===== src/rtl/rsi_window_indicator_top_assert.svh =====
// Assertion macros for the RSI window indicator top level.
`ifndef RSI_WINDOW_INDICATOR_TOP_ASSERT_SVH
`define RSI_WINDOW_INDICATOR_TOP_ASSERT_SVH
`ifndef SYNTHESIS
// Same-cycle implication, disabled during reset.
`define RSI_ASSERT_IMP(lbl, clk, rst, ante, cons) \
  lbl: assert property (@(posedge clk) disable iff (rst) (ante) |-> (cons)) \
    else $error("rsi_window_indicator: implication check failed");
// Next-cycle implication, disabled during reset.
`define RSI_ASSERT_NXT(lbl, clk, rst, ante, cons) \
  lbl: assert property (@(posedge clk) disable iff (rst) (ante) |=> (cons)) \
    else $error("rsi_window_indicator: next-cycle check failed");
`else
`define RSI_ASSERT_IMP(lbl, clk, rst, ante, cons)
`define RSI_ASSERT_NXT(lbl, clk, rst, ante, cons)
`endif
`endif


===== src/rtl/rsi_pkg.sv =====
// Shared constants and controller/datapath types for the RSI window indicator.
`default_nettype none
package rsi_pkg;

  // Default sizes handed down from the top level.
  localparam int DEF_MAX_WINDOW = 64;
  localparam int DEF_PRICE_BITS = 32;

  // Window length register.
  localparam int WINDOW_REG_BITS = 7;
  localparam logic [WINDOW_REG_BITS-1:0] WINDOW_RESET = 7'd14;

  // Result format: hundredths of a percent, 0 to 10000.
  localparam int QUOT_BITS    = 14;
  localparam int DIV_IDX_BITS = 4;
  localparam logic [QUOT_BITS-1:0] RSI_SCALE = 14'd10000;
  localparam logic [QUOT_BITS-1:0] RSI_FLAT  = 14'd5000;

  // Commands from the controller to the datapath.
  typedef struct packed {
    logic                    capture;
    logic                    update;
    logic                    mul;
    logic                    div_step;
    logic [DIV_IDX_BITS-1:0] div_bit;
    logic                    load_out;
  } rsi_cmd_t;

  // Status from the datapath to the controller.
  typedef struct packed {
    logic result_due;
    logic out_free;
  } rsi_status_t;

endpackage
`default_nettype wire


===== src/rtl/rsi_datapath.sv =====
// Move ring, running sums, restoring divider and output register.
`default_nettype none
module rsi_datapath import rsi_pkg::*; #(
  parameter int MAX_WINDOW = DEF_MAX_WINDOW,
  parameter int PRICE_BITS = DEF_PRICE_BITS
) (
  input  wire logic                       clk,
  input  wire logic                       rst,
  input  wire logic                       cfg_write,
  input  wire logic [WINDOW_REG_BITS-1:0] cfg_data,
  input  wire logic [PRICE_BITS-1:0]      open_price,
  input  wire logic [PRICE_BITS-1:0]      close_price,
  input  wire rsi_cmd_t                   cmd,
  output rsi_status_t                     status,
  output logic                            out_valid,
  input  wire logic                       out_ready,
  output logic [QUOT_BITS-1:0]            out_data
);

  localparam int SLOT_BITS = (MAX_WINDOW > 1) ? $clog2(MAX_WINDOW) : 1;
  localparam int WIN_BITS  = $clog2(MAX_WINDOW + 1);
  localparam int SUM_BITS  = PRICE_BITS + $clog2(MAX_WINDOW);
  localparam int PROD_BITS = SUM_BITS + QUOT_BITS;

  // Effective window is the register value clamped to 1..MAX_WINDOW.
  function automatic logic [WIN_BITS-1:0] clamp_window(input logic [WINDOW_REG_BITS-1:0] v);
    logic [31:0] v32;
    v32 = 32'(v);
    if (v32 == 32'd0) begin
      return WIN_BITS'(1);
    end else if (v32 > 32'(MAX_WINDOW)) begin
      return WIN_BITS'(MAX_WINDOW);
    end else begin
      return WIN_BITS'(v32);
    end
  endfunction

  logic [PRICE_BITS:0]   ring [MAX_WINDOW];
  logic [PRICE_BITS:0]   rd_data;
  logic [PRICE_BITS:0]   mv;
  logic [WIN_BITS-1:0]   win;
  logic [WIN_BITS-1:0]   fill;
  logic [SLOT_BITS-1:0]  slot;
  logic [SUM_BITS-1:0]   gain;
  logic [SUM_BITS-1:0]   loss;
  logic [SUM_BITS-1:0]   gain_next;
  logic [SUM_BITS-1:0]   loss_next;
  logic [SUM_BITS-1:0]   total;
  logic [PROD_BITS-1:0]  rem;
  logic [PROD_BITS-1:0]  trial;
  logic [QUOT_BITS-1:0]  quot;
  logic                  flat;
  logic                  full;
  logic                  fill_reaches;
  logic                  slot_wraps;
  logic                  old_pos;
  logic                  mv_pos;
  logic [PRICE_BITS:0]   old_neg;
  logic [PRICE_BITS:0]   mv_neg;
  logic [SUM_BITS-1:0]   gain_sub;
  logic [SUM_BITS-1:0]   loss_sub;
  logic [SUM_BITS-1:0]   gain_add;
  logic [SUM_BITS-1:0]   loss_add;

  // Window status before this candle is counted.
  assign full         = (fill >= win);
  assign fill_reaches = ((WIN_BITS + 1)'(fill) + 1'b1) >= (WIN_BITS + 1)'(win);
  assign slot_wraps   = ((WIN_BITS'(slot) + 1'b1) == win);

  // Sign split of the retiring move and the new move.
  assign old_neg  = -rd_data;
  assign mv_neg   = -mv;
  assign old_pos  = !rd_data[PRICE_BITS] && (rd_data != '0);
  assign mv_pos   = !mv[PRICE_BITS] && (mv != '0);
  assign gain_sub = (full && old_pos) ? SUM_BITS'(rd_data[PRICE_BITS-1:0]) : '0;
  assign loss_sub = (full && !old_pos) ? SUM_BITS'(old_neg[PRICE_BITS-1:0]) : '0;
  assign gain_add = mv_pos ? SUM_BITS'(mv[PRICE_BITS-1:0]) : '0;
  assign loss_add = mv_pos ? '0 : SUM_BITS'(mv_neg[PRICE_BITS-1:0]);
  assign gain_next = gain - gain_sub + gain_add;
  assign loss_next = loss - loss_sub + loss_add;

  // Divisor aligned to the quotient bit under trial.
  assign trial = PROD_BITS'(total) << cmd.div_bit;

  assign status.result_due = fill_reaches;
  assign status.out_free   = !out_valid || out_ready;

  // Ring memory: one read port and one write port, read data registered.
  always_ff @(posedge clk) begin
    rd_data <= ring[slot];
    if (cmd.update) begin
      ring[slot] <= mv;
    end
  end

  // Window register and running window state.
  always_ff @(posedge clk) begin
    if (rst) begin
      win  <= clamp_window(WINDOW_RESET);
      fill <= '0;
      slot <= '0;
      gain <= '0;
      loss <= '0;
    end else if (cfg_write) begin
      win  <= clamp_window(cfg_data);
      fill <= '0;
      slot <= '0;
      gain <= '0;
      loss <= '0;
    end else if (cmd.update) begin
      gain <= gain_next;
      loss <= loss_next;
      slot <= slot_wraps ? '0 : SLOT_BITS'(WIN_BITS'(slot) + 1'b1);
      if (!full) begin
        fill <= fill + 1'b1;
      end
    end
  end

  // Candle capture, scaling and restoring division of 10000*gain by the total.
  always_ff @(posedge clk) begin
    if (cmd.capture) begin
      mv <= {1'b0, close_price} - {1'b0, open_price};
    end
    if (cmd.mul) begin
      rem   <= PROD_BITS'(gain) * PROD_BITS'(RSI_SCALE);
      total <= gain + loss;
      flat  <= (gain == '0) && (loss == '0);
      quot  <= '0;
    end else if (cmd.div_step) begin
      if (rem >= trial) begin
        rem                <= rem - trial;
        quot[cmd.div_bit]  <= 1'b1;
      end
    end
  end

  // Output register; a held word waits here while the next candle is taken.
  always_ff @(posedge clk) begin
    if (rst) begin
      out_valid <= 1'b0;
    end else if (cmd.load_out) begin
      out_valid <= 1'b1;
    end else if (out_ready) begin
      out_valid <= 1'b0;
    end
  end

  always_ff @(posedge clk) begin
    if (cmd.load_out) begin
      out_data <= flat ? RSI_FLAT : quot;
    end
  end

endmodule
`default_nettype wire


===== config.mk =====
export PLATFORM = sky130hd
export DESIGN_NAME = rsi_datapath
export DESIGN_NICKNAME = d
export VERILOG_FILES = /design/src/rtl/rsi_window_indicator_top_assert.svh /design/src/rtl/rsi_pkg.sv /design/src/rtl/rsi_datapath.sv
export SDC_FILE = /design/constraint.sdc
export NUM_CORES = 2
export LEC_CHECK = 0
export ABC_AREA = 1
export BUFFER_PORTS_ARGS = -buffer_cell sky130_fd_sc_hd__buf_2
export CORE_MARGIN = 3
export CORE_UTILIZATION = 69
export CTS_CLUSTER_SIZE = 40
export DETAILED_ROUTE_END_ITERATION = 12
export PLACE_DENSITY = 0.86
export SYNTH_ARGS = -nofsm -noshare
export SYNTH_HDL_FRONTEND = slang
export SYNTH_SLANG_ARGS = --single-unit
export TNS_END_PERCENT = 1

===== constraint.sdc =====
create_clock -name clk -period 7.75 [get_ports clk]
set_input_delay 1.55 -clock clk [delete_from_list [all_inputs] [get_ports clk]]
set_output_delay 1.55 -clock clk [all_outputs]
set_load 0.005 [all_outputs]

==> flow_summary.toml, run 1 <==
[placement]
place_area_um2 = 118000
dp_hpwl_mm = 298
gp_congestion = 1.06
portBuffers = 100

[floorplan]
rows = 148
die_h_um = 413
start_util = 0.699
io_pins = 101
die_w_um = 413

[synthesis]
syn_inst = 10732
synthArstFlopShare = 0
yosys_warnings = 0
seq_area_frac_synth = 0.615
synth-seq-cells = 2394
syn_nets = 11357
synth-edff-count = 2246
synth_flop_cell = "edfxtp_1"
avgSynthCellArea_um2 = 10.7
ys_types = 54
synth_area_um2 = 114000

[clocking]
postCtsHoldBufs = 0
cts_root_buf = "clkbuf_16"
cts_resized = 0
htreeDepth = 4
clock_path_buffers = 3
cts_buffers = 217
postCtsSetupBuffers = 0
cts_num_sinks = 2394

[global_routing]
grt_use_total = 0.740
grt_max_degree = 122
grt.overflow.total = 95

[status]
firstError = "[ERROR GRT-0232] Routing congestion too high. Check the congestion heatmap in the GUI."
failing_step = "5_1_grt"
status = "did not finish"
logic make-up after synthesis:
family	after synthesis	synth area share
and+or+nand+nor	4437	0.159
DFF	2394	0.615
buffers and inverters	1590	0.0539
AOI/OAI and AO/OA	1585	0.0869
adders and majority gates	541	0.0702
xor gates and xnor gates	162	0.0124
muxes	23	0.00201
layer usage:
| metal | overflow | track usage |
|---|---|---|
| met5 | 1 | 0.460 |
| met1 | 4 | 0.726 |
| met2 | 42 | 0.890 |
| met4 | 38 | 0.705 |
| met3 | 10 | 0.620 |
synth_stat cells (124+ instances only):
master    count  area share
nand2_1    2896       0.095
edfxtp_1   2246        0.59
inv_1      1235       0.041
nor2_1      706       0.023
a21oi_1     460       0.020
o21ai_0     458       0.020
nand3_1     424       0.019
ha_1        373       0.041
nand4_1     216       0.012
a22oi_1     208       0.014
clkbuf_1    187      0.0061
fa_1        168       0.029
dfxtp_1     148       0.026
a221oi_1    124      0.0095
through the flow:
step | worst slack [ns] | instances | hold slack (ns)
after floorplan | 2.25 | 10732 | 0.421
after detailed placement | 1.61 | 12864 | 0.448
after CTS | 1.90 | 13273 | 0.463
after global placement | 1.64 | 12864 | 0.438
==> inputs of run 2 (changes only) <==
--- a/config.mk
+++ b/config.mk
@@ -8,10 +8,9 @@
 export ABC_AREA = 1
 export BUFFER_PORTS_ARGS = -buffer_cell sky130_fd_sc_hd__buf_2
 export CORE_MARGIN = 3
-export CORE_UTILIZATION = 69
-export CTS_CLUSTER_SIZE = 40
+export CORE_UTILIZATION = 40
 export DETAILED_ROUTE_END_ITERATION = 12
-export PLACE_DENSITY = 0.86
+export PLACE_DENSITY_LB_ADDON = 0.15
 export SYNTH_ARGS = -nofsm -noshare
 export SYNTH_HDL_FRONTEND = slang
 export SYNTH_SLANG_ARGS = --single-unit
==> flow_summary.toml, run 2 <==
[timing]
clock.fmax_ghz = 0.171
rsz0062_at_grt = "false"
tns_ns = 0
finClkSkew_ns = 0.0652
worst_slew_pin_slew_ns = 1.32
finalHoldViolCount = 0
setup_viol = 0
period_needed_ns = 5.85
slew-limit-headroom = 0.110
min_period_over_period = 0.754
maxSlewViolCount = 0

[power_and_ir_drop]
vdd_drop_max_mv = 0.193
power.share.switching = 0.333
sequentialPowerShare = 0.415
p_clk_frac = 0.337
leakage_nw = 50.3
internal_power_w = 0.0246
combPwrFrac = 0.248
p_switching_w = 0.0123
power.density_nw_per_um2 = 286

[drt]
routedWlPerCell_um = 28.5
num_vias = 82643
drc = 0
routed_wirelength_mm = 425
avgViaCountPerCell = 5.54
ant_nets = 0
firstDrtPassIters = 6
drt_iter0_markers = 8781

[clocking]
clock_path_buffers = 4
htreeDepth = 5
cts_resized = 0
postCtsSetupBuffers = 0
clock_latency_ns = 0.89
cts_buffers = 266
cts_root_buf = "clkbuf_16"
postCtsHoldBufs = 0
cts_num_sinks = 2394
cts_tree = "built"
path_clk_slew_ns = 0.07

[global_routing]
grt_pass1_vias = 78893
antenna_found_initial = 14
grt.overflow.total = 0
grt_pass1_wl_mm = 597
grt_max_degree = 110
grt_use_total = 0.284

[synthesis]
syn_inst = 10732
netlist_top_cells_count = "nand2_1 (2896), edfxtp_1 (2246), inv_1 (1235)"
synth_top_area_share = 0.590
synthArstFlopShare = 0
synth_area_leader_cell = "edfxtp_1"
seq_area_frac_synth = 0.615
syn_nets = 11357
synth.area.top_cells = "edfxtp_1 (59%), nand2_1 (9.5%), ha_1 (4.1%), inv_1 (4.1%), fa_1 (2.9%)"
synth-seq-cells = 2394
synth_flop_cell = "edfxtp_1"
synth_most_common_cell = "nand2_1"
avgSynthCellArea_um2 = 10.7
ys_types = 54
synth-edff-count = 2246
synth_area_um2 = 114000
yosys_warnings = 0

[final_layout]
largest_reg_flops = 2112
top_regs = "ring x2112, rem x52"
syn_to_final_growth_pct = 12.7
final_cell_mix = "nand2_1 (2893), edfxtp_1 (2246), inv_1 (1232)"
final_util = 0.455
largest_register = "ring"
final_nets = 11590
final_common_cell = "nand2_1"
drive_gt1_frac = 0.0755

[critical_path]
cp_cell_sequence = "or2_2 > nor3_1 > inv_1 > nor2_1 > nand4_1 > nand2_1 > buf_4 > inv_2 > nor2_1 > fa_1 > ha_1 > a21oi_1 > o21ai_0 > a21oi_1 > nand3_1 > nand2_1 > nand2_1 > nand2_1 > nand3_1 > nand2_1 > inv_1"
crit_top_cell = "nand2_1"
slowest_stage = "nor3_1"
crit_type = "reg2reg"
endpoint_kind = "flip-flop"
path_buf_inv = 4
critPathMaxStageDelay_ns = 0.85
crit_fanout = 43
crit_family = "simple AND/OR/NAND/NOR gates"
cp.arrival_ns = 6.61
cp-start-kind = "flip-flop"
required_ns = 8.52

[min_path]
min_path_type = "reg2reg"

[placement]
portBuffers = 100
gp_congestion = 0.964
dp_hpwl_mm = 288

[floorplan]
die_w_um = 541
coreArea_um2 = 284000
io_pins = 101
rows = 195
die_h_um = 541
start_util = 0.403
die-area_um2 = 292000

[status]
status = "finished, final reports clean"

[flow_run]
maxCapViolations = 0
==> run 2: power by group through the flow <==
| stage | sequential (W) | clock (W) | combinational (W) |
|---|---|---|---|
| final | 0.0153 | 0.0124 | 0.00914 |
| after global routing | 0.0153 | 0.0131 | 0.0101 |
| after CTS | 0.0153 | 0.0126 | 0.00912 |
| after detailed placement | 0.0156 | 0 | 0.00906 |
| after global placement | 0.0156 | 0 | 0.00912 |
| after floorplan | 0.0156 | 0 | 0.00544 |
==> run 2: kinds of logic (layout without fill, tap and decap cells) <==
kind of cell / count (synthesis) / count (layout) / synth area share
fa+ha+maj: 541 / 541 / 0.0702
buf+inv: 1590 / 2034 / 0.0539
mux: 23 / 23 / 0.00201
other cells: 0 / 6 / 0
compound gates: 1585 / 1585 / 0.0869
xor+xnor: 162 / 162 / 0.0124
simple gates: 4437 / 4437 / 0.159
flops: 2394 / 2394 / 0.615
==> run 2: final cells by class <==
| class | instances | area, um2 |
|---|---|---|
| fillers | 26615 | 155000 |
| flip-flops and latches | 2394 | 70400 |
| multi-input cells | 6748 | 38400 |
| clock buffers | 350 | 7290 |
| inverters | 1246 | 4700 |
| well taps | 3743 | 4680 |
| repair buffers | 309 | 2270 |
| clock inverters | 129 | 1170 |
| diodes | 6 | 15.0 |
==> run 2: tightest hold or removal path, delay by kind of cell, from the launching register on <==
family / cells / cell delay, ns
and+or+nand+nor: 1 / 0.06
DFF: 1 / 0.30
AOI/OAI and AO/OA: 1 / 0.05
==> run 2: final timing paths <==
check | start | to | slack, ns | cells past startpoint
max | mv[19] | loss[29] | 1.90 | 21
min | quot[9] | quot[9] | 0.46 | 2
max reg2reg | mv[19] | loss[29] | 1.90 | 21
min reg2reg | quot[9] | quot[9] | 0.46 | 2
==> run 2: layer usage <==
layer / routed length, um / track usage / vias to the layer above / share of wire
met4: 19200 / 0.110 / 0 / 0.045
met5: 0 / 0 / - / 0
met3: 30200 / 0.0402 / 601 / 0.071
met2: 200000 / 0.464 / 3414 / 0.47
met1: 176000 / 0.383 / 41060 / 0.41
li1: - / - / 37568 / -
==> run 2: metrics by stage <==
stage	hold WS (ns)	total power, W	cell area [um2]	cells	setup WS [ns]
floorplan	0.421	0.0210	114000	10732	2.25
CTS	0.461	0.0371	129000	14919	2.08
global placement	0.447	0.0247	120000	14440	1.49
finish	0.458	0.0369	129000	14925	1.90
detailed placement	0.451	0.0247	120000	14440	1.51
global route	0.489	0.0385	129000	14921	1.54
No activity file was read; power rests on OpenSTA's default activity.
