## config.mk

```make
export PLATFORM = sky130hd
export DESIGN_NAME = rsi_ctrl
export DESIGN_NICKNAME = d
export VERILOG_FILES = /design/src/rtl/rsi_window_indicator_top_assert.svh /design/src/rtl/rsi_pkg.sv /design/src/rtl/rsi_ctrl.sv
export SDC_FILE = /design/constraint.sdc
export NUM_CORES = 1
export LEC_CHECK = 0
export ABC_AREA = 0
export ABC_CLOCK_PERIOD_IN_PS = 3000
export CAP_MARGIN = 15
export CELL_PAD_IN_SITES_DETAIL_PLACEMENT = 0
export CELL_PAD_IN_SITES_GLOBAL_PLACEMENT = 1
export CORE_AREA = 5 5 42 44
export CTS_CLUSTER_DIAMETER = 200
export DETAILED_ROUTE_END_ITERATION = 10
export DIE_AREA = 0 0 47 49
export DONT_BUFFER_PORTS = 1
export PLACE_DENSITY = 0.54
export SETUP_SLACK_MARGIN = 0.15
export SLEW_MARGIN = 15
export SYNTH_ARGS = -nofsm -noshare
export SYNTH_HDL_FRONTEND = slang
export SYNTH_SLANG_ARGS = --single-unit
```

## constraint.sdc

```tcl
create_clock -name clk -period 3 [get_ports clk]
set_input_delay 0.45 -clock clk [delete_from_list [all_inputs] [get_ports clk]]
set_output_delay 0.45 -clock clk [all_outputs]
set_load 0.05 [all_outputs]
```

## src/rtl/rsi_window_indicator_top_assert.svh

```systemverilog
// Assertion macros for the RSI window indicator top level.
`ifndef RSI_WINDOW_INDICATOR_TOP_ASSERT_SVH
`define RSI_WINDOW_INDICATOR_TOP_ASSERT_SVH
`ifndef SYNTHESIS
// Same-cycle implication, disabled during reset.
`define RSI_ASSERT_IMP(lbl, clk, rst, ante, cons) \
  lbl: assert property (@(posedge clk) disable iff (rst) (ante) |-> (cons)) \
    else $error("rsi_window_indicator: implication check failed");
// Next-cycle implication, disabled during reset.
`define RSI_ASSERT_NXT(lbl, clk, rst, ante, cons) \
  lbl: assert property (@(posedge clk) disable iff (rst) (ante) |=> (cons)) \
    else $error("rsi_window_indicator: next-cycle check failed");
`else
`define RSI_ASSERT_IMP(lbl, clk, rst, ante, cons)
`define RSI_ASSERT_NXT(lbl, clk, rst, ante, cons)
`endif
`endif

```

## src/rtl/rsi_pkg.sv

```systemverilog
// Shared constants and controller/datapath types for the RSI window indicator.
`default_nettype none
package rsi_pkg;

  // Default sizes handed down from the top level.
  localparam int DEF_MAX_WINDOW = 64;
  localparam int DEF_PRICE_BITS = 32;

  // Window length register.
  localparam int WINDOW_REG_BITS = 7;
  localparam logic [WINDOW_REG_BITS-1:0] WINDOW_RESET = 7'd14;

  // Result format: hundredths of a percent, 0 to 10000.
  localparam int QUOT_BITS    = 14;
  localparam int DIV_IDX_BITS = 4;
  localparam logic [QUOT_BITS-1:0] RSI_SCALE = 14'd10000;
  localparam logic [QUOT_BITS-1:0] RSI_FLAT  = 14'd5000;

  // Commands from the controller to the datapath.
  typedef struct packed {
    logic                    capture;
    logic                    update;
    logic                    mul;
    logic                    div_step;
    logic [DIV_IDX_BITS-1:0] div_bit;
    logic                    load_out;
  } rsi_cmd_t;

  // Status from the datapath to the controller.
  typedef struct packed {
    logic result_due;
    logic out_free;
  } rsi_status_t;

endpackage
`default_nettype wire

```

## src/rtl/rsi_ctrl.sv

```systemverilog
// Controller state machine that sequences update, scaling and division.
`default_nettype none
module rsi_ctrl import rsi_pkg::*; (
  input  wire logic        clk,
  input  wire logic        rst,
  input  wire logic        in_valid,
  output logic             in_ready,
  input  wire rsi_status_t status,
  output rsi_cmd_t         cmd
);

  localparam logic [2:0] S_IDLE = 3'd0;
  localparam logic [2:0] S_UPD  = 3'd1;
  localparam logic [2:0] S_MUL  = 3'd2;
  localparam logic [2:0] S_DIV  = 3'd3;
  localparam logic [2:0] S_LOAD = 3'd4;

  logic [2:0]              state;
  logic [2:0]              state_next;
  logic [DIV_IDX_BITS-1:0] div_bit;
  logic [DIV_IDX_BITS-1:0] div_bit_next;

  // Next state and command decode.
  always_comb begin
    state_next   = state;
    div_bit_next = div_bit;
    cmd          = '0;
    cmd.div_bit  = div_bit;
    in_ready     = 1'b0;
    unique case (state)
      S_IDLE: begin
        in_ready    = 1'b1;
        cmd.capture = in_valid;
        if (in_valid) begin
          state_next = S_UPD;
        end
      end
      S_UPD: begin
        cmd.update = 1'b1;
        state_next = status.result_due ? S_MUL : S_IDLE;
      end
      S_MUL: begin
        cmd.mul      = 1'b1;
        div_bit_next = DIV_IDX_BITS'(QUOT_BITS - 1);
        state_next   = S_DIV;
      end
      S_DIV: begin
        cmd.div_step = 1'b1;
        if (div_bit == '0) begin
          state_next = S_LOAD;
        end else begin
          div_bit_next = div_bit - 1'b1;
        end
      end
      S_LOAD: begin
        if (status.out_free) begin
          cmd.load_out = 1'b1;
          state_next   = S_IDLE;
        end
      end
      default: begin
        state_next = S_IDLE;
      end
    endcase
  end

  // State and step counter registers.
  always_ff @(posedge clk) begin
    if (rst) begin
      state   <= S_IDLE;
      div_bit <= '0;
    end else begin
      state   <= state_next;
      div_bit <= div_bit_next;
    end
  end

endmodule
`default_nettype wire

```

; Yosys cells after proc, flatten, opt, wreduce, memory -nomap -nowiden
; Cells that the tools add are included.
[totals]
regBits = 7
in_bits = 5
out_inout_bits = 10
elab_cells = 30
[classes]
n_addsub = 1
n_eq_ne = 8
n_mux = 14
n_reduce_logical = 5
[ops]
columns = op, n
row1 = 3-bit case mux with 5 select lines, 1
row2 = 3-bit two-way mux, 3
row3 = 2-bit != test (second input constant), 4
row4 = 4-bit case mux with 2 select lines, 1
row5 = 1-bit two-way mux, 7
row6 = 3-bit by 2-bit equality test with 1-bit output (second input constant), 2
row7 = 4-bit zero test, 1
row8 = 4-bit two-way mux, 1
row9 = 4-bit by 1-bit subtractor with 4-bit output (second input constant), 1
row10 = 3-bit by 1-bit equality test with 1-bit output (second input constant), 1
row11 = 3-bit equality test (second input constant), 1
row12 = 3-bit zero test, 1
row13 = 3-bit AND reduction, 1
row14 = 2-bit two-way mux, 1
row15 = 2-bit AND reduction, 1
row16 = 2-bit nonzero test, 1

; Depth between registers and ports, before layout
; Gate-level depths: netlist of run 1.
[logic_depth]
depth_word = 3
mapped_depth = 5
depth_no_buf = 5

; Worst setup path after synthesis of run 1
; OpenSTA, ideal clock, no wires.
[synth_timing]
kind = register -> output
start = register state[0]
end = output port cmd[8] (netlist name)
arrival_time_ns = 2.100
required_time_ns = 2.550
path_slack_ns = 0.450
stages_incl_launch_ff = 4
n_path_buf = 1
path_cell_list = dfxtp_1 clkbuf_2 nor3_1 and2_1
[synth_lines]
columns = element, line_no
row1 = "start, declared", rsi_ctrl.sv:18  ; logic [2:0] state;
row2 = "start signal, assigned", rsi_ctrl.sv:73  ; state <= state_next;
row3 = "end, declared", rsi_ctrl.sv:9  ; output rsi_cmd_t cmd

==> flow_summary.json, run 1 <==
{
  "yosysSeqAreaShare_pct": 33.7,
  "grt_overflow": 0,
  "max_freq_mhz": 499,
  "whs_path_depth": 1,
  "swShare_pct": 38.9,
  "synth-main-ff-cell": "dfxtp_1",
  "dr_total_vias": 381,
  "yosys_warnings": 0,
  "dr.pass1.iters": 4,
  "p_comb_share_pct": 25.0,
  "synthArstFlopShare_pct": 0,
  "p_seq_share_pct": 43.7,
  "post_cts_buffers": 0,
  "grt_max_degree": 10,
  "setup_viol": 0,
  "grt_most_used_layer": "met2",
  "synth_largest_area_cell": "dfxtp_1",
  "dpl_cell_area_sq_um": 440,
  "grt_setup_unrepaired": "false",
  "ios": 15,
  "whs_ns": 0.252,
  "crit_type": "flip-flop to output pin",
  "drtIter0Drc": 3,
  "coreArea_sq_um": 1400,
  "p_sw_mw": 0.111,
  "fill_cells": 162,
  "cp_slowest_cell": "and2_1",
  "worst_hold_path.endpoint": "state[2]",
  "syn_area_sq_um": 415,
  "slew-limit-headroom_pct": 44.3,
  "slew_viol_final": 0,
  "use_met1_pct": 12.6,
  "wl_per_cell_microns": 15.3,
  "drive_gt1_share_pct": 24.0,
  "ant_nets": 0,
  "syn_area_per_cell_sq_um": 8.84,
  "p_int_mw": 0.174,
  "cts_sinks": 7,
  "io_buffers": 0,
  "crit_chain": "nor3_2, buf_4, and2_1",
  "syn_nets": 53,
  "grt_pass1_wl_mm": 1.69,
  "tritoncts": "yes",
  "hold_path.class": "primary input to flip-flop",
  "leakage_nw": 0.205,
  "path_clk_slew_ns": 0.06,
  "clock_skew_ns": 0.00524,
  "critical_path_arrival_ns": 1.55,
  "start_kind": "flip-flop",
  "synthToLayoutAreaGrowth_pct": 12.3,
  "hpwl_microns": 784,
  "htreeDepth": 1,
  "r2r-end": "div_bit[3]",
  "rows": 14,
  "hp-start": "rst",
  "r2r_start": "div_bit[0]",
  "netlist.area_leader.share_pct": 33.7,
  "fin_area_sq_um": 467,
  "die_x_microns": 47,
  "vias_per_cell": 5.77,
  "clk_latency_ns": 0.26,
  "ff2ff_path_depth": 4,
  "cts_buffer_depth": 2,
  "ys_seq_elements": 7,
  "netlist_instances": 47,
  "powerDensity_nw_per_um2": 611,
  "hold_viol": 0,
  "use_met2_pct": 13.1,
  "root_buffer": "clkbuf_4",
  "track_usage_pct": 10.6,
  "fin_nets": 57,
  "worstMarginPinSlew_ns": 0.832,
  "r2r_slack_ns": 1.16,
  "cpPeakStageDelay_ns": 0.47,
  "dieArea_sq_um": 2300,
  "vdd_drop_max_mv": 0.182,
  "period_share_pct": 66.8,
  "cts_resized": 0,
  "fin_crit_ns": 2.00,
  "cp-end-kind": "output pin",
  "drt-total-wl_mm": 1.01,
  "cts_buffers": 3,
  "cp_max_fo": 9,
  "outcome": "finished, final reports clean",
  "synth_cell_type_count": 29,
  "drc": 0,
  "synth.area.top_cells": "dfxtp_1 34%, nand3b_4 4.8%, or3_1 4.5%",
  "die_h_microns": 49,
  "ctsHoldBuffers": 0,
  "grt_pass1_vias": 387,
  "required_ns": 2.55,
  "gp_congestion": 0.804,
  "gr-usage-met3_pct": 7.38,
  "cap_violations": 0,
  "tns_ns": 0,
  "antenna_found_initial": 0,
  "synth-edff-count": 0,
  "clockPowerShare_pct": 31.3,
  "antenna_cells": 0,
  "initial_core_util_pct": 29.6
}
## metrics by stage
stage	utilization [%]	std cells	total power, mW	worst slack [ns]
5_1_grt	33.3	66	0.302	0.880
2_1_floorplan	-	47	0.185	0.450
3_3_place_gp	31.4	62	0.195	1.23
6_report	33.3	66	0.285	0.996
3_5_place_dp	31.4	62	0.198	1.15
4_1_cts	33.3	66	0.292	0.981
## synthesized netlist by cell type, drive strengths merged (2+ instances only)
cell type / n
inv: 4
a21oi: 3
nor3b: 2
or3b: 2
nor2: 3
nor3: 2
or3: 3
nand3b: 2
dfxtp: 7
a31oi: 2
## critical path: cells and delay by family (launching register included)
| family | cells | cell delay (ns) |
|---|---|---|
| and+or+nand+nor | 2 | 0.68 |
| DFF | 1 | 0.40 |
| buffers and inverters | 1 | 0.22 |
## power groups by stage
stage	registers, mW	clock network [mW]	logic (mW)
3_5_place_dp	0.127	0	0.0717
5_1_grt	0.126	0.0979	0.0780
2_1_floorplan	0.120	0	0.0649
3_3_place_gp	0.126	0	0.0697
4_1_cts	0.125	0.0953	0.0718
6_report	0.125	0.0893	0.0714
## placed cells by master, fill, tap and decap left out
cell type,instances
dfxtp_1,7
inv_1,4
nor2_1,3
or3_1,3
a21oi_1,3
clkbuf_4,3
a31oi_1,2
nand3b_4,1
or3b_4,1
clkinv_2,1
nor3_2,1
nor3b_2,1
and2_1,1
and3_1,1
o21ai_0,1
or4_1,1
nor3b_1,1
o211ai_1,1
or3b_2,1
nand2_1,1
nor3_1,1
a211oi_1,1
nor4_1,1
nand3b_1,1
or2b_1,1
a21o_1,1
a311oi_1,1
a41o_2,1
a2111oi_2,1
ha_1,1
clkbuf_1,1
buf_4,1
## cell families after synthesis
family / Yosys count / share of synthesized area, %
AOI/OAI and AO/OA: 12 / 21.7
adders and majority gates: 1 / 3.01
DFF: 7 / 33.7
buffers and inverters: 7 / 7.83
and+or+nand+nor: 20 / 33.7
## cell type report
type	instances	area, sq um	area share (%)
Multi-Input combinational cell	33	253	54.2
Sequential cell	7	140	30.0
Clock buffer	4	26.3	5.63
Inverter	5	20.0	4.29
Tap cell	16	20.0	4.29
Timing Repair Buffer	1	7.51	1.61
## sequential cells by signal, summed over array words and instances, names as in the netlist
| name | flops |
|---|---|
| div_bit | 4 |
| state | 3 |
## per-layer routing
metal,part of all wire [%],wire [microns]
met5,0,0
met4,0.99,10
met3,13,134
met2,46,462
met1,40,405
## worst max path at each step
stage | depth (start not counted) | start | slack, ns | end
6_report | 3 | state[2] | 1.0 | cmd[8]
3_3_place_gp | 4 | div_bit[0] | 1.23 | div_bit[3]
2_1_floorplan | 3 | state[0] | 0.45 | cmd[8]
3_5_place_dp | 4 | div_bit[0] | 1.15 | state[2]
5_1_grt | 3 | state[2] | 0.88 | cmd[8]
4_1_cts | 3 | state[2] | 0.98 | cmd[8]
(Power assumes the default switching activity.)
==> run 2, diff against run 1 <==
- ABC_CLOCK_PERIOD_IN_PS: 3000 -> 1780
- PLACE_DENSITY: 0.54 -> 0.56
- clock period: 3 -> 1.78 ns (I/O delays scaled with it)
==> run 2 against run 1 <==
Flip-flop and latch count is the same. Clock-buffer cell count is the same. Largest power group unchanged. Register-to-register slack lost 0.97 ns. Highest routed layer unchanged. Sequential share of layout area shrank 2.8 points.
==> flow_summary.json, run 2 (synthesis gave the netlist of run 1 again) <==
{
  "outcome": "finished, final reports clean",
  "cp-end-kind": "flip-flop",
  "hold_viol": 0,
  "post_cts_buffers": 0,
  "p_comb_share_pct": 33.5,
  "crit_type": "flip-flop to flip-flop",
  "cts_buffer_depth": 2,
  "cap_violations": 0,
  "path_clk_slew_ns": 0.05,
  "io_buffers": 0,
  "crit_end": "state[2]",
  "largest_reg_flops": 4,
  "tritoncts": "yes",
  "swShare_pct": 36.9,
  "track_usage_pct": 9.37,
  "drtIter0Drc": 10,
  "dr_total_vias": 393,
  "coreArea_sq_um": 1400,
  "dr.pass1.iters": 4,
  "r2r-end": "state[2]",
  "cts_resized": 1,
  "cp.depth": 4,
  "fin_nets": 64,
  "powerDensity_nw_per_um2": 935,
  "antenna_cells": 0,
  "dieArea_sq_um": 2300,
  "initial_core_util_pct": 29.6,
  "p_seq_share_pct": 37.3,
  "vdd_drop_max_mv": 0.320,
  "p_int_mw": 0.317,
  "slew_viol_final": 0,
  "antenna_found_initial": 0,
  "clockPowerShare_pct": 29.2,
  "drive_gt1_share_pct": 42.1,
  "ios": 15,
  "cp_slowest_cell": "or3b_2",
  "reg.largest.list": "div_bit: 4 flops, state: 3 flops",
  "hpwl_microns": 756,
  "crit_chain": "inv_1, ha_1, or3b_2, a2111oi_2",
  "r2r_slack_ns": 0.19,
  "cts_sinks": 7,
  "cp_max_fo": 5,
  "htreeDepth": 1,
  "drc": 0,
  "drt-total-wl_microns": 974,
  "worstMarginPinSlew_ns": 0.499,
  "fin_area_sq_um": 538,
  "hold_path.class": "primary input to flip-flop",
  "r2r_start": "div_bit[0]",
  "setup_viol": 0,
  "grt_setup_unrepaired": "true",
  "slew-limit-headroom_pct": 66.9,
  "critical_path.top_delay_family": "simple AND/OR/NAND/NOR gates",
  "top_register": "div_bit",
  "max_freq_mhz": 630,
  "ff2ff_path_depth": 4,
  "start_kind": "flip-flop",
  "cts_buffers": 3,
  "ant_nets": 0,
  "fin_crit_ns": 1.59,
  "clk_latency_ns": 0.25,
  "vias_per_cell": 5.38,
  "period_share_pct": 89.2,
  "cpPeakStageDelay_ns": 0.49,
  "root_buffer": "clkbuf_4",
  "wl_per_cell_microns": 13.3,
  "grt_max_degree": 10,
  "leakage_nw": 0.248,
  "grt_overflow": 0,
  "grt_pass1_wl_mm": 1.47,
  "crit_buf_inv": 1,
  "required_ns": 1.93,
  "gp_congestion": 0.680,
  "mostFrequentLayoutCell": "buf_4",
  "grt_pass1_vias": 347,
  "clock_skew_ns": 0.00242,
  "die_h_microns": 49,
  "die_x_microns": 47,
  "ctsHoldBuffers": 0,
  "synthToLayoutAreaGrowth_pct": 29.5,
  "crit_path_start": "div_bit[0]",
  "rows": 14,
  "p_sw_mw": 0.186,
  "critical_path_arrival_ns": 1.74,
  "dpl_cell_area_sq_um": 508,
  "power_mw": 0.503,
  "layout_common_cells": "7 x buf_4, 5 x dfxtp_2, 4 x inv_1"
}
[run 2: changes by cell type in the layout (fill, tap and decap cells not counted), sizes merged]
cell  change
buf       +7
[run 2: area by class of cell]
class                   count  area, sq um
clock buffers               4         26.3
fillers                   147          863
inverters                   5         20.0
multi-input cells          33          253
flip-flops and latches      7          146
well taps                  16         20.0
repair buffers              8         72.6
[run 2: worst min-delay path by stage]
stage	from	endpoint	slack [ns]	cells past startpoint
3_5_place_dp	rst	div_bit[1]	0.34	1
3_3_place_gp	rst	div_bit[1]	0.33	1
6_report	rst	state[0]	0.07	1
5_1_grt	rst	state[2]	0.05	1
4_1_cts	rst	state[1]	0.06	1
2_1_floorplan	rst	div_bit[1]	0.33	1
[run 2: routing by layer]
metal / global-route usage, % / vias up / wire length (microns)
met3: 4.80 / 5 / 107
met4: 9.68 / 0 / 41
met1: 10.4 / 175 / 414
met5: 0 / - / 0
met2: 11.8 / 21 / 410
li1: - / 192 / -
[run 2: power groups by stage]
stage	sequential, mW	clock (mW)	combinational (mW)
floorplan	0.203	0	0.111
global placement	0.189	0	0.169
detailed placement	0.189	0	0.169
CTS	0.187	0.155	0.170
global route	0.190	0.165	0.178
finish	0.188	0.147	0.169
[run 2: per-stage QoR]
stage	cells	setup WS, ns	utilization [%]	hold WS, ns	setup TNS (ns)
2_1_floorplan	47	-0.111	-	0.329	-0.111
3_3_place_gp	69	0.240	36.3	0.333	0
3_5_place_dp	69	0.222	36.3	0.336	0
4_1_cts	73	0.160	38.2	0.0580	0
5_1_grt	73	0.145	38.4	0.0465	0
6_report	73	0.193	38.4	0.0656	0
